--- src/hdl/button_matrix_event_detector_top_macros.svh ---
// Assertion macros for the button matrix event detector.
// Included by the RTL files that carry concurrent assertions; no other dependencies.
`ifndef BUTTON_MATRIX_EVENT_DETECTOR_TOP_MACROS_SVH
`define BUTTON_MATRIX_EVENT_DETECTOR_TOP_MACROS_SVH

// Same-cycle implication, disabled during reset.
`define BMED_ASSERT_NOW(label, clk, rst, ante, cons, msg) \
   label: assert property (@(posedge clk) disable iff (rst) (ante) |-> (cons)) \
      else $error(msg);

// Next-cycle implication, disabled during reset.
`define BMED_ASSERT_NEXT(label, clk, rst, ante, cons, msg) \
   label: assert property (@(posedge clk) disable iff (rst) (ante) |=> (cons)) \
      else $error(msg);

`endif

--- src/hdl/bmed_pkg.sv ---
// Shared types and constants for the button matrix event detector.
// No dependencies; imported by all bmed modules and the top level.
`default_nettype none

package bmed_pkg;

   localparam int LANES            = 8;
   localparam int LANE_W           = 3;
   localparam int BUTTON_COUNT_DEF = 128;
   localparam int BYTE_IDX_W       = 4;
   localparam int RAW_W            = 8;
   localparam int STAMP_W          = 32;
   localparam int BTN_W            = 7;
   localparam int CSR_ADDR_W       = 3;
   localparam int CSR_DATA_W       = 16;
   localparam int REQ_DATA_W       = 48;
   localparam int RSP_DATA_W       = 24;

   localparam logic [7:0]  DEBOUNCE_RST    = 8'd12;
   localparam logic [15:0] HOLD_DELAY_RST  = 16'd500;
   localparam logic [7:0]  NOTE_START_RST  = 8'd16;
   localparam logic [7:0]  VERT_START_RST  = 8'd32;
   localparam logic [7:0]  HORIZ_START_RST = 8'd34;
   localparam logic [7:0]  DATA_START_RST  = 8'd36;
   localparam logic [7:0]  MODE_START_RST  = 8'd44;
   localparam logic [7:0]  EXTRA_START_RST = 8'd52;

   typedef enum logic [1:0] {
      EV_PRESS   = 2'd0,
      EV_HOLD    = 2'd1,
      EV_RELEASE = 2'd2
   } event_kind_type;

   typedef enum logic [2:0] {
      KS_STEP       = 3'd0,
      KS_NOTE       = 3'd1,
      KS_VERTICAL   = 3'd2,
      KS_HORIZONTAL = 3'd3,
      KS_DATA       = 3'd4,
      KS_MODE       = 3'd5,
      KS_EXTRA      = 3'd6
   } key_set_type;

   typedef enum logic [2:0] {
      CSR_DEBOUNCE    = 3'd0,
      CSR_HOLD_DELAY  = 3'd1,
      CSR_NOTE_START  = 3'd2,
      CSR_VERT_START  = 3'd3,
      CSR_HORIZ_START = 3'd4,
      CSR_DATA_START  = 3'd5,
      CSR_MODE_START  = 3'd6,
      CSR_EXTRA_START = 3'd7
   } csr_index_type;

   typedef struct packed {
      logic                fired;
      logic                pressed;
      logic [STAMP_W-1:0]  stamp;
   } lane_state_type;

   typedef lane_state_type [LANES-1:0] lane_row_type;

   typedef struct packed {
      logic           fire;
      event_kind_type kind;
      logic           held;
   } lane_event_type;

   typedef struct packed {
      logic [BYTE_IDX_W-1:0]      byte_index;
      lane_event_type [LANES-1:0] ev;
   } event_bundle_type;

   typedef struct packed {
      logic [7:0] note_start;
      logic [7:0] vert_start;
      logic [7:0] horiz_start;
      logic [7:0] data_start;
      logic [7:0] mode_start;
      logic [7:0] extra_start;
   } key_starts_type;

   typedef struct packed {
      logic [7:0]     debounce_ms;
      logic [15:0]    hold_delay_ms;
      key_starts_type starts;
   } csr_type;

endpackage

`default_nettype wire

--- src/hdl/bmed_lane.sv ---
// One button lane: press / hold / release decision and next state for one button.
// Depends on bmed_pkg.
`default_nettype none

module bmed_lane
   import bmed_pkg::*;
(
   input  logic                en,
   input  logic                down,
   input  logic [STAMP_W-1:0]  now_ms,
   input  logic [7:0]          debounce_ms,
   input  logic [15:0]         hold_delay_ms,
   input  lane_state_type      cur,
   output lane_state_type      nxt,
   output lane_event_type      ev
);

   logic [STAMP_W-1:0] elapsed;
   logic               past_deb;
   logic               past_hold;
   logic               press_ev;
   logic               hold_ev;
   logic               release_ev;

   // elapsed time wraps mod 2^32
   assign elapsed   = now_ms - cur.stamp;
   assign past_deb  = elapsed > {24'd0, debounce_ms};
   assign past_hold = elapsed > {16'd0, hold_delay_ms};

   assign press_ev   = en && down && !cur.pressed && past_deb;
   // a press restarts the stamp, and !press_ev gates hold_ev, so no hold in the same item
   assign hold_ev    = en && down && !press_ev && !cur.fired && past_hold;
   assign release_ev = en && !down && cur.pressed && past_deb;

   always_comb begin
      nxt     = cur;
      ev.fire = press_ev || hold_ev || release_ev;
      ev.kind = EV_PRESS;
      ev.held = 1'b0;
      if (press_ev) begin
         nxt.pressed = 1'b1;
         nxt.stamp   = now_ms;
      end
      if (hold_ev) begin
         nxt.fired = 1'b1;
         ev.kind   = EV_HOLD;
      end
      if (release_ev) begin
         nxt.pressed = 1'b0;
         nxt.fired   = 1'b0;
         nxt.stamp   = now_ms;
         ev.kind     = EV_RELEASE;
         ev.held     = cur.fired;
      end
   end

endmodule

`default_nettype wire

--- config.mk ---
export PLATFORM = sky130hd
export DESIGN_NAME = bmed_lane
export DESIGN_NICKNAME = d
export VERILOG_FILES = /design/src/hdl/button_matrix_event_detector_top_macros.svh /design/src/hdl/bmed_pkg.sv /design/src/hdl/bmed_lane.sv
export SDC_FILE = /design/constraint.sdc
export NUM_CORES = 1
export LEC_CHECK = 0
export BUFFER_PORTS_ARGS = -buffer_cell sky130_fd_sc_hd__buf_2
export CORE_MARGIN = 8
export CORE_UTILIZATION = 35
export DETAILED_ROUTE_END_ITERATION = 6
export GPL_ROUTABILITY_DRIVEN = 0
export PLACE_DENSITY = 0.57
export SETUP_SLACK_MARGIN = 0.15
export SLEW_MARGIN = 5
export SYNTH_ARGS = -nofsm -noshare
export SYNTH_HDL_FRONTEND = slang
export SYNTH_SLANG_ARGS = --single-unit
--- constraint.sdc ---
create_clock -name vclk -period 6.8
set_clock_uncertainty 0.1 [all_clocks]
set_input_delay 1.36 -clock vclk [all_inputs]
set_output_delay 1.36 -clock vclk [all_outputs]
set_load 0.1 [all_outputs]
==> flow_metrics.env <==
export IMPL_p_int_w=0.000297
export IMPL_viasPerCell=5.33
export IMPL_boundaryPins=130
export IMPL_start_util_pct=35.8
export IMPL_fin_nets=788
export IMPL_seq_cell_count=0
export IMPL_power_switching_w=0.000394
export IMPL_tightest_slew_ns=0.623
export IMPL_hold_path_startpoint="now_ms[2]"
export IMPL_vias=4111
export IMPL_power_w=0.000691
export IMPL_nClkBuffers=0
export IMPL_preCtsSetupSlack_ns=-0.225
export IMPL_maxSlewViolCount=0
export IMPL_ant_nets=0
export IMPL_fill_cells=932
export IMPL_wl_per_cell_um=15.1
export IMPL_worstSetupStartpointType="primary input"
export IMPL_p_seq_share_pct=0
export IMPL_syn_inst=486
export IMPL_setup_slack_ns=0.126
export IMPL_placed_area_mm2=0.00494
export IMPL_hold_class="primary input to primary output"
export IMPL_syn_nets=634
export IMPL_max_freq_mhz=150
export IMPL_num_rows=36
export IMPL_outcome="finished, final reports clean"
export IMPL_fin_area_mm2=0.00538
export IMPL_area_delta_synth_final_pct=55.1
export IMPL_worstPathRequired_ns=5.34
export IMPL_grt_pass1_vias=4168
export IMPL_netlist_area_mm2=0.00347
export IMPL_swShare_pct=57.0
export IMPL_synth_cell_types=65
export IMPL_port_buffers=130
export IMPL_whs_ns=3.01
export IMPL_cp_startpoint="now_ms[0]"
export IMPL_ir_drop_mv=0.0831
export IMPL_relSlewSlack_pct=58.0
export IMPL_crit_type="primary input to primary output"
export IMPL_fin_crit_sh_pct=98.1
export IMPL_grt_max_degree=14
export IMPL_grt_pass1_wl_mm=18.8
export IMPL_drv_cap=0
export IMPL_yosys_warnings=0
export IMPL_seq_area_um2=0
export IMPL_worstSetupEndpointType="primary output"
export IMPL_coreArea_mm2=0.00968
export IMPL_grt_overflow=0
export IMPL_power_frac_comb_pct=100.0
export IMPL_antenna_found_initial=0
export IMPL_yosysSeqAreaShare_pct=0
export IMPL_fin_tns_setup_ns=0
export IMPL_track_usage_pct=16.5
export IMPL_n_antenna_cell=0
export IMPL_die_x_um=116
export IMPL_arrival_ns=5.21
export IMPL_p_leak_nw=2.68
export IMPL_p_per_area_mw_per_mm2=129
export IMPL_drc=0
export IMPL_rsz0062_at_grt="yes"
export IMPL_die_h_um=116
export IMPL_dp_hpwl_mm=9.93
export IMPL_drt_iter0_drc=199
export IMPL_drive_above_1_share_pct=36.5
export IMPL_finalSetupViolCount=0
export IMPL_clkPwrFrac_pct=0
export IMPL_crit_fanout=6
export IMPL_hold_depth=3
export IMPL_syn_mean_instance_area_um2=7.13
export IMPL_finalHoldViolCount=0
export IMPL_drt_pass1_iter_count=4
export IMPL_period_needed_ns=6.67
export IMPL_hold_buffers=0
export IMPL_die_area_mm2=0.0133
export IMPL_drt_wl_total_mm=11.6
==> final timing paths <==
| check | to | slack, ns |
|---|---|---|
| worst max-delay path | nxt[4] | 0.13 |
| worst min-delay path | nxt[2] | 3.01 |
==> metrics by stage <==
step	utilization (%)	instances
after floorplan	-	486
after global placement	51.0	759
after detailed placement	51.0	759
after CTS	53.4	769
after global routing	55.5	771
final	55.5	771
==> worst max-delay path, cell delays in order <==
cell and delay (ns):
buf_8 0.08, inv_6 0.03, ha_4 0.15, fa_2 0.40, nor2b_4 0.17, o2111ai_4 0.15
nand2_1 0.10, nor2_1 0.04, nor2_1 0.13, ha_1 0.26, a21o_1 0.16, a21oi_1 0.12
o21ai_1 0.08, a2111o_1 0.36, or4_4 0.44, o41ai_4 0.31, nor2_4 0.08, buf_12 0.16
clkbuf_16 0.16, mux2_4 0.31, buf_12 0.17
==> cell usage after synthesis (all sizes together), types with 5 or more instances <==
library cell  instances  area [um2]
inv                  63         236
ha                   55         688
a21oi                44         224
nand2                38         143
o21ai                34         170
nor2                 33         126
mux2                 32         469
a21o                 16         120
clkbuf               13        48.8
nand4                13        81.3
o21a                 13        97.6
a211oi               11        87.6
nand3                11        55.1
xnor2                 9        78.8
nor3                  7        35.0
o211ai                7        52.6
xor2                  7        61.3
o21bai                6        45.0
and2                  5        31.3
or3                   5        31.3
==> layout make-up <==
cell class                      count  area, um2  area share (%)
Inverter                           63        244            4.54
Timing Repair Buffer              169       1650            30.7
Multi-Input combinational cell    406       3310            61.6
Tap cell                          133        166            3.09
==> cells by family (layout without fill, tap and decap cells) <==
group / Yosys count / after routing / synth area share [%]
XOR/XNOR: 16 / 16 / 4.04
multiplexers: 34 / 34 / 14.1
AO/OA/AOI/OAI: 167 / 167 / 33.0
buffers and inverters: 80 / 232 / 9.42
AND/OR/NAND/NOR: 133 / 133 / 19.0
adder cells (fa/ha/maj): 56 / 56 / 20.4
==> cell usage in the layout (no fill, tap or decap), types with 6 or more instances in the layout <==
cell type,instances
a21oi_1,42
buf_12,38
buf_6,7
xor2_1,6
buf_2,88
o21ai_1,7
o211ai_1,7
nand4_1,13
a211oi_1,10
mux2_4,31
a21o_1,16
o21ai_0,26
nor3_1,7
buf_4,29
nor2_1,32
o21bai_1,6
o21a_1,13
ha_1,50
nand3_1,11
nand2_1,37
xnor2_1,9
inv_1,61
==> what timing repair did <==
action | CTS | global route
endpoints found under the setup margin | 38 | 38
buffers inserted | 9 | 1
pin swaps | 14 | 16
gates resized for setup | 31 | 39
cloned | 1 | 1
hold endpoints to repair | 0 | 0
==> power by group through the flow <==
stage | registers [W] | clock network [W] | logic (W)
after global routing | 0 | 0 | 0.000743
final | 0 | 0 | 0.000691
after CTS | 0 | 0 | 0.000669
after floorplan | 0 | 0 | 0.000434
after global placement | 0 | 0 | 0.000628
after detailed placement | 0 | 0 | 0.000638
==> metal layers <==
layer	vias up	GRT usage (%)	routed length (um)	share of wire, %
li1	2092	-	-	-
met1	1868	21.0	5040	43
met2	135	28.7	5560	48
met3	16	2.29	806	6.9
met4	0	3.59	220	1.9
met5	-	0	0	0
Power figures use the tool's default switching activity.
