`src/hdl/button_matrix_event_detector_top_macros.svh`:
```
// Assertion macros for the button matrix event detector.
// Included by the RTL files that carry concurrent assertions; no other dependencies.
`ifndef BUTTON_MATRIX_EVENT_DETECTOR_TOP_MACROS_SVH
`define BUTTON_MATRIX_EVENT_DETECTOR_TOP_MACROS_SVH

// Same-cycle implication, disabled during reset.
`define BMED_ASSERT_NOW(label, clk, rst, ante, cons, msg) \
   label: assert property (@(posedge clk) disable iff (rst) (ante) |-> (cons)) \
      else $error(msg);

// Next-cycle implication, disabled during reset.
`define BMED_ASSERT_NEXT(label, clk, rst, ante, cons, msg) \
   label: assert property (@(posedge clk) disable iff (rst) (ante) |=> (cons)) \
      else $error(msg);

`endif

```
`src/hdl/bmed_pkg.sv`:
```
// Shared types and constants for the button matrix event detector.
// No dependencies; imported by all bmed modules and the top level.
`default_nettype none

package bmed_pkg;

   localparam int LANES            = 8;
   localparam int LANE_W           = 3;
   localparam int BUTTON_COUNT_DEF = 128;
   localparam int BYTE_IDX_W       = 4;
   localparam int RAW_W            = 8;
   localparam int STAMP_W          = 32;
   localparam int BTN_W            = 7;
   localparam int CSR_ADDR_W       = 3;
   localparam int CSR_DATA_W       = 16;
   localparam int REQ_DATA_W       = 48;
   localparam int RSP_DATA_W       = 24;

   localparam logic [7:0]  DEBOUNCE_RST    = 8'd12;
   localparam logic [15:0] HOLD_DELAY_RST  = 16'd500;
   localparam logic [7:0]  NOTE_START_RST  = 8'd16;
   localparam logic [7:0]  VERT_START_RST  = 8'd32;
   localparam logic [7:0]  HORIZ_START_RST = 8'd34;
   localparam logic [7:0]  DATA_START_RST  = 8'd36;
   localparam logic [7:0]  MODE_START_RST  = 8'd44;
   localparam logic [7:0]  EXTRA_START_RST = 8'd52;

   typedef enum logic [1:0] {
      EV_PRESS   = 2'd0,
      EV_HOLD    = 2'd1,
      EV_RELEASE = 2'd2
   } event_kind_type;

   typedef enum logic [2:0] {
      KS_STEP       = 3'd0,
      KS_NOTE       = 3'd1,
      KS_VERTICAL   = 3'd2,
      KS_HORIZONTAL = 3'd3,
      KS_DATA       = 3'd4,
      KS_MODE       = 3'd5,
      KS_EXTRA      = 3'd6
   } key_set_type;

   typedef enum logic [2:0] {
      CSR_DEBOUNCE    = 3'd0,
      CSR_HOLD_DELAY  = 3'd1,
      CSR_NOTE_START  = 3'd2,
      CSR_VERT_START  = 3'd3,
      CSR_HORIZ_START = 3'd4,
      CSR_DATA_START  = 3'd5,
      CSR_MODE_START  = 3'd6,
      CSR_EXTRA_START = 3'd7
   } csr_index_type;

   typedef struct packed {
      logic                fired;
      logic                pressed;
      logic [STAMP_W-1:0]  stamp;
   } lane_state_type;

   typedef lane_state_type [LANES-1:0] lane_row_type;

   typedef struct packed {
      logic           fire;
      event_kind_type kind;
      logic           held;
   } lane_event_type;

   typedef struct packed {
      logic [BYTE_IDX_W-1:0]      byte_index;
      lane_event_type [LANES-1:0] ev;
   } event_bundle_type;

   typedef struct packed {
      logic [7:0] note_start;
      logic [7:0] vert_start;
      logic [7:0] horiz_start;
      logic [7:0] data_start;
      logic [7:0] mode_start;
      logic [7:0] extra_start;
   } key_starts_type;

   typedef struct packed {
      logic [7:0]     debounce_ms;
      logic [15:0]    hold_delay_ms;
      key_starts_type starts;
   } csr_type;

endpackage

`default_nettype wire

```
`src/hdl/bmed_merge.sv`:
```
// Merge stage: holds the lane events of one item, emits them in lane order one per
// cycle unless stalled, with key-set classification, registered. Depends on bmed_pkg.
`default_nettype none

module bmed_merge
   import bmed_pkg::*;
(
   input  logic                  clock,
   input  logic                  reset,
   input  key_starts_type        starts,
   input  logic                  in_valid,
   output logic                  in_ready,
   input  event_bundle_type      bundle,
   output logic                  rsp_tvalid,
   input  logic                  rsp_tready,
   // rsp_tdata, from bit 0: button_number[6:0], event_kind[1:0], held_before,
   // key_set[2:0], index_in_set[6:0], zero fill
   output logic [RSP_DATA_W-1:0] rsp_tdata,
   output logic                  rsp_tlast
);

   logic [LANES-1:0]      pend_mask_ff, pend_mask_in;
   event_bundle_type      pend_ff;
   logic                  rsp_valid_ff, rsp_valid_in;
   logic [RSP_DATA_W-1:0] rsp_data_ff;
   logic                  rsp_last_ff;

   logic                  out_free;
   logic                  emit;
   logic                  load;
   logic [LANE_W-1:0]     sel;
   logic [LANES-1:0]      rest;
   logic [LANES-1:0]      in_mask;
   logic [BTN_W-1:0]      btn;
   logic [7:0]            num8;
   logic [7:0]            base;
   key_set_type           kset;
   logic [BTN_W-1:0]      idx;
   lane_event_type        cur_ev;
   logic [RSP_DATA_W-1:0] rsp_data_in;

   assign out_free = !rsp_valid_ff || rsp_tready;
   assign emit     = out_free && (pend_mask_ff != '0);

   // lowest pending lane first
   always_comb begin
      sel = '0;
      for (int i = LANES - 1; i >= 0; i--) begin
         if (pend_mask_ff[i]) begin
            sel = LANE_W'(i);
         end
      end
   end

   assign rest     = pend_mask_ff & ~(LANES'(1) << sel);
   assign in_ready = (pend_mask_ff == '0) || (emit && (rest == '0));
   assign load     = in_valid && in_ready;

   always_comb begin
      for (int i = 0; i < LANES; i++) begin
         in_mask[i] = bundle.ev[i].fire;
      end
   end

   assign btn    = {pend_ff.byte_index, sel};
   assign num8   = {1'b0, btn};
   assign cur_ev = pend_ff.ev[sel];

   always_comb begin
      priority if (num8 < starts.note_start) begin
         kset = KS_STEP;
         base = 8'd0;
      end else if (num8 < starts.vert_start) begin
         kset = KS_NOTE;
         base = starts.note_start;
      end else if (num8 < starts.horiz_start) begin
         kset = KS_VERTICAL;
         base = starts.vert_start;
      end else if (num8 < starts.data_start) begin
         kset = KS_HORIZONTAL;
         base = starts.horiz_start;
      end else if (num8 < starts.mode_start) begin
         kset = KS_DATA;
         base = starts.data_start;
      end else if (num8 < starts.extra_start) begin
         kset = KS_MODE;
         base = starts.mode_start;
      end else begin
         kset = KS_EXTRA;
         base = starts.extra_start;
      end
   end

   assign idx         = BTN_W'(num8 - base);
   assign rsp_data_in = RSP_DATA_W'({idx, kset, cur_ev.held, cur_ev.kind, btn});

   always_comb begin
      pend_mask_in = pend_mask_ff;
      if (load) begin
         pend_mask_in = in_mask;
      end else if (emit) begin
         pend_mask_in = rest;
      end
   end

   always_comb begin
      rsp_valid_in = rsp_valid_ff;
      if (emit) begin
         rsp_valid_in = 1'b1;
      end else if (rsp_tready) begin
         rsp_valid_in = 1'b0;
      end
   end

   always_ff @(posedge clock) begin
      if (reset) begin
         pend_mask_ff <= '0;
         rsp_valid_ff <= 1'b0;
      end else begin
         pend_mask_ff <= pend_mask_in;
         rsp_valid_ff <= rsp_valid_in;
      end
   end

   always_ff @(posedge clock) begin
      if (load) begin
         pend_ff <= bundle;
      end
      if (emit) begin
         rsp_data_ff <= rsp_data_in;
         rsp_last_ff <= (rest == '0);
      end
   end

   assign rsp_tvalid = rsp_valid_ff;
   assign rsp_tdata  = rsp_data_ff;
   assign rsp_tlast  = rsp_last_ff;

endmodule

`default_nettype wire
```
`config.mk`:
```
export PLATFORM = sky130hd
export DESIGN_NAME = bmed_merge
export DESIGN_NICKNAME = d
export VERILOG_FILES = /design/src/hdl/button_matrix_event_detector_top_macros.svh /design/src/hdl/bmed_pkg.sv /design/src/hdl/bmed_merge.sv
export SDC_FILE = /design/constraint.sdc
export NUM_CORES = 1
export LEC_CHECK = 0
export BUFFER_PORTS_ARGS = -buffer_cell sky130_fd_sc_hd__buf_4
export CAP_MARGIN = 15
export CORE_MARGIN = 3
export CORE_UTILIZATION = 42
export CTS_BUF_LIST = sky130_fd_sc_hd__clkbuf_4
export DETAILED_ROUTE_END_ITERATION = 8
export GPL_TIMING_DRIVEN = 1
export PLACE_DENSITY = 0.67
export SYNTH_ARGS = -nofsm -noshare
export SYNTH_HDL_FRONTEND = slang
export SYNTH_SLANG_ARGS = --single-unit
```
`constraint.sdc`:
```
create_clock -name clock -period 9.09 [get_ports clock]
set_input_delay 0.4545 -clock clock [delete_from_list [all_inputs] [get_ports clock]]
set_output_delay 0.4545 -clock clock [all_outputs]
set_load 0.005 [all_outputs]
```
==> summary.md <==
| Metric | Value |
|---|---|
| CTS Buffer Depth | `2` |
| CP top delay family | `simple AND/OR/NAND/NOR gates` |
| Post-synthesis sequential area ratio | `0.414` |
| Drt drc | `0` |
| GP Congestion | `0.903` |
| Largest stage delay, worst path | `0.76 ns` |
| CTS tree | `yes` |
| Largest net degree at the start of global routing | `33` |
| Vias in the first global route | `roughly 3.3k` |
| Reg clk slew, reported paths | `0.12 ns` |
| PwrDens | `230 nW/µm²` |
| Prevailing post-synth register cell | `edfxtp_1` |
| ANT nets after route | `0` |
| Status | `complete, no violations` |
| # Post-CTS Setup Buffers | `0` |
| Top Layer Used | `met4` |
| DRT iter0 DRCs | `103` |
| Core Region | `between 8000 and 9000 µm²` |
| Finish-stage setup viols | `0` |
| Initial antenna violation count | `0` |
| I/O pin total | `115` |
| Sink Count | `58` |
| Total grt overflow | `0` |
| Setup_tns | `0 ns` |
| Final Cell Area | `just over 5000 µm²` |
| Crit-path cells | `or4_4 > nor2_2 > ha_1 > o21ai_0 > nor3_1 > o21ai_2 > a211oi_4 > nor2_1 > a211o_1 > a311oi_1 > ha_1 > fa_1 > nor2b_1 > o21ai_0 > nand2b_1 > a21o_1 > a21oi_1 > xnor2_1 > xnor2_1` |
| Placed Area | `between 4000 and 5000 µm²` |
| Largest family of logic cells by synthesized area | `compound AO/OA/AOI/OAI gates` |
| Post-synthesis mux area share | `0.0379` |
| Row count | `34` |
| Adder-cell share of the synthesized area | `0.142` |
| HPWL Detailed | `between 7000 and 8000 µm` |
| Levels on crit path | `19` |
| Fraction of layout cells with a size suffix above 1 | `0.298` |
| Critical setup path kind | `flop to flop` |
| WP buf/inv | `0` |
| RSZ-0062 raised after global routing | `no` |
| Synth top area cells | `edfxtp_1, ha_1, dfxtp_1` |
| FFs w/ async S/R, synth | `0` |
| Synth Warn # | `0` |
| Syn Area/Cell | `10.1 µm²` |
| Num CTS Buffers | `9` |
| Simple-Gate Fraction of Synth Area | `0.124` |
| Post-CTS sizing | `0` |
| # H-tree levels | `3` |
| Slowest cell on crit path | `nor2_2` |
| Final hold vios | `0` |
| Post-synth cell types | `67` |
| CP Data Arrival Time | `5.58 ns` |
| Die height | `104 µm` |
| Final net count | `640` |
| Total Routed Length | `10100 µm` |
| Quantity of I/O buffers inserted on ports | `110` |
| Seq cells post-synth | `58` |
| Initial Util | `0.445` |
| Biggest area consumer among synthesized cells | `edfxtp_1` |
| Tmin final | `about 5.4 ns` |
| Max Slew Vio Count | `0` |
| R2r worst-path depth | `19` |
| Max Cap Viol | `0` |
| Vias | `3272` |
| Met3 WL | `around 550 µm` |
| Cells after Synth | `397` |
| Post-synth top area share | `0.368` |
| Global-route usage over all layers | `0.184` |
| Leakage power | `2.27 nW` |
| Synth Area in XOR/XNOR | `0.0132` |
| Hold Crit Depth | `1` |
| Vias per inst | `between 5 and 6` |
| Pre-antenna DRT Iters | `4` |
| Layout Skew | `0.0138 ns` |
| Worst hold-check path type | `primary input to flop` |
| Worst-Skew Late Latency | `0.40 ns` |
| Clock root buffer | `clkbuf_4` |
| VDD IR max | `0.187 mV` |
| Synth Cell Area | `~4000 µm²` |
| WP data required | `9.24 ns` |
| First-pass GRT wire length | `15800 µm` |
| Wire per inst | `15.8 µm` |
| Final Cycle Share | `0.597` |
| Slew @ Worst Pin | `1.07 ns` |
| Most frequent cells in the layout | `buf_4, edfxtp_1, inv_1` |
| Cts hold-fix bufs | `0` |
| Commonest non-fill, non-tap cell in the layout | `buf_4` |
| DRT met1 WL | `4230 µm` |
| Fmax achieved | `184 MHz` |
| Post-synth EDFFs | `a little under 50` |
| Total length of routed met2 wires | `around 5200 µm` |
| DIE AREA | `10700 µm²` |
| Post-synthesis compound-gate area fraction | `0.199` |
| Slew margin rel. | `0.287` |
| Chip Width | `approximately 100 µm` |
| Critical-path maximum fanout | `17` |
| Ant. Diodes | `0` |
| Synth-to-layout area growth | `27.5%` |
| Register-to-Register Setup Slack | `3.66 ns` |
| CP Capture Type | `flop` |
| CP startpoint kind | `flop` |
## layer usage
metal,vias up,GRT usage
met4,0,0.0589
met5,-,0
met2,101,0.333
met3,17,0.0429
met1,1487,0.214
li1,1667,-
## cell usage after synthesis (3+ instances only)
cell type	n
nor3_1	9
mux2i_1	5
inv_1	46
nor2_2	4
ha_1	42
a311oi_1	3
a311o_1	5
a21o_1	10
nor3b_1	3
nand3_1	3
edfxtp_1	49
a31oi_1	3
a21oi_1	31
nand2_1	28
xnor2_1	4
mux2_2	3
buf_6	3
dfxtp_1	9
a211o_1	8
nor2_1	39
buf_4	7
o21ai_0	20
nand2b_1	5
mux4_2	3
o211ai_1	4
## final timing paths
kind	startpoint	end
worst min register to register	pend_mask_ff[7]	pend_mask_ff[7]
worst min-delay path	bundle[20]	pend_ff[20]
worst max register to register	pend_mask_ff[0]	rsp_tdata[19]
worst max-delay path	pend_mask_ff[0]	rsp_tdata[19]
## where the power goes
group | switching [W] | internal, W
Sequential | 0.0000399 | 0.000393
Combinational | 0.000264 | 0.000228
Clock | 0.000104 | 0.000142
Total | 0.000408 | 0.000764
## registers in the layout, indices dropped and copies added, names as in the netlist
name          cells
pend_mask_ff      8
rsp_tlast         1
rsp_tdata        20
pend_ff          24
rsp_tvalid        1
btn               4
## layout make-up
type,instances,area (µm²)
Inverter,47,176
Clock buffer,9,67.6
Fill cell,795,3880
Tap cell,126,158
Clock inverter,7,125
Multi-Input combinational cell,281,2070
Timing Repair Buffer,112,841
Sequential cell,58,1650
## cell families (layout without fill, tap and decap cells)
logic type,after synthesis,in the layout
AOI/OAI and AO/OA,110,110
xor gates and xnor gates,6,6
adders and majority gates,45,45
buffers and inverters,61,175
DFF,58,58
muxes,11,11
other,1,4
and+or+nand+nor,105,105
## stage by stage
stage | instances | power [W] | utilization | worst slack [ns] | hold slack, ns
global route | 640 | 0.00125 | 0.567 | 3.29 | 0.175
floorplan | 400 | 0.000746 | - | 4.33 | 0.492
CTS | 640 | 0.00119 | 0.567 | 3.65 | 0.179
detailed placement | 624 | 0.000936 | 0.546 | 3.69 | 0.533
global placement | 624 | 0.000924 | 0.546 | 3.81 | 0.523
finish | 640 | 0.00117 | 0.567 | 3.66 | 0.214
No activity file was read; power rests on OpenSTA's default activity.
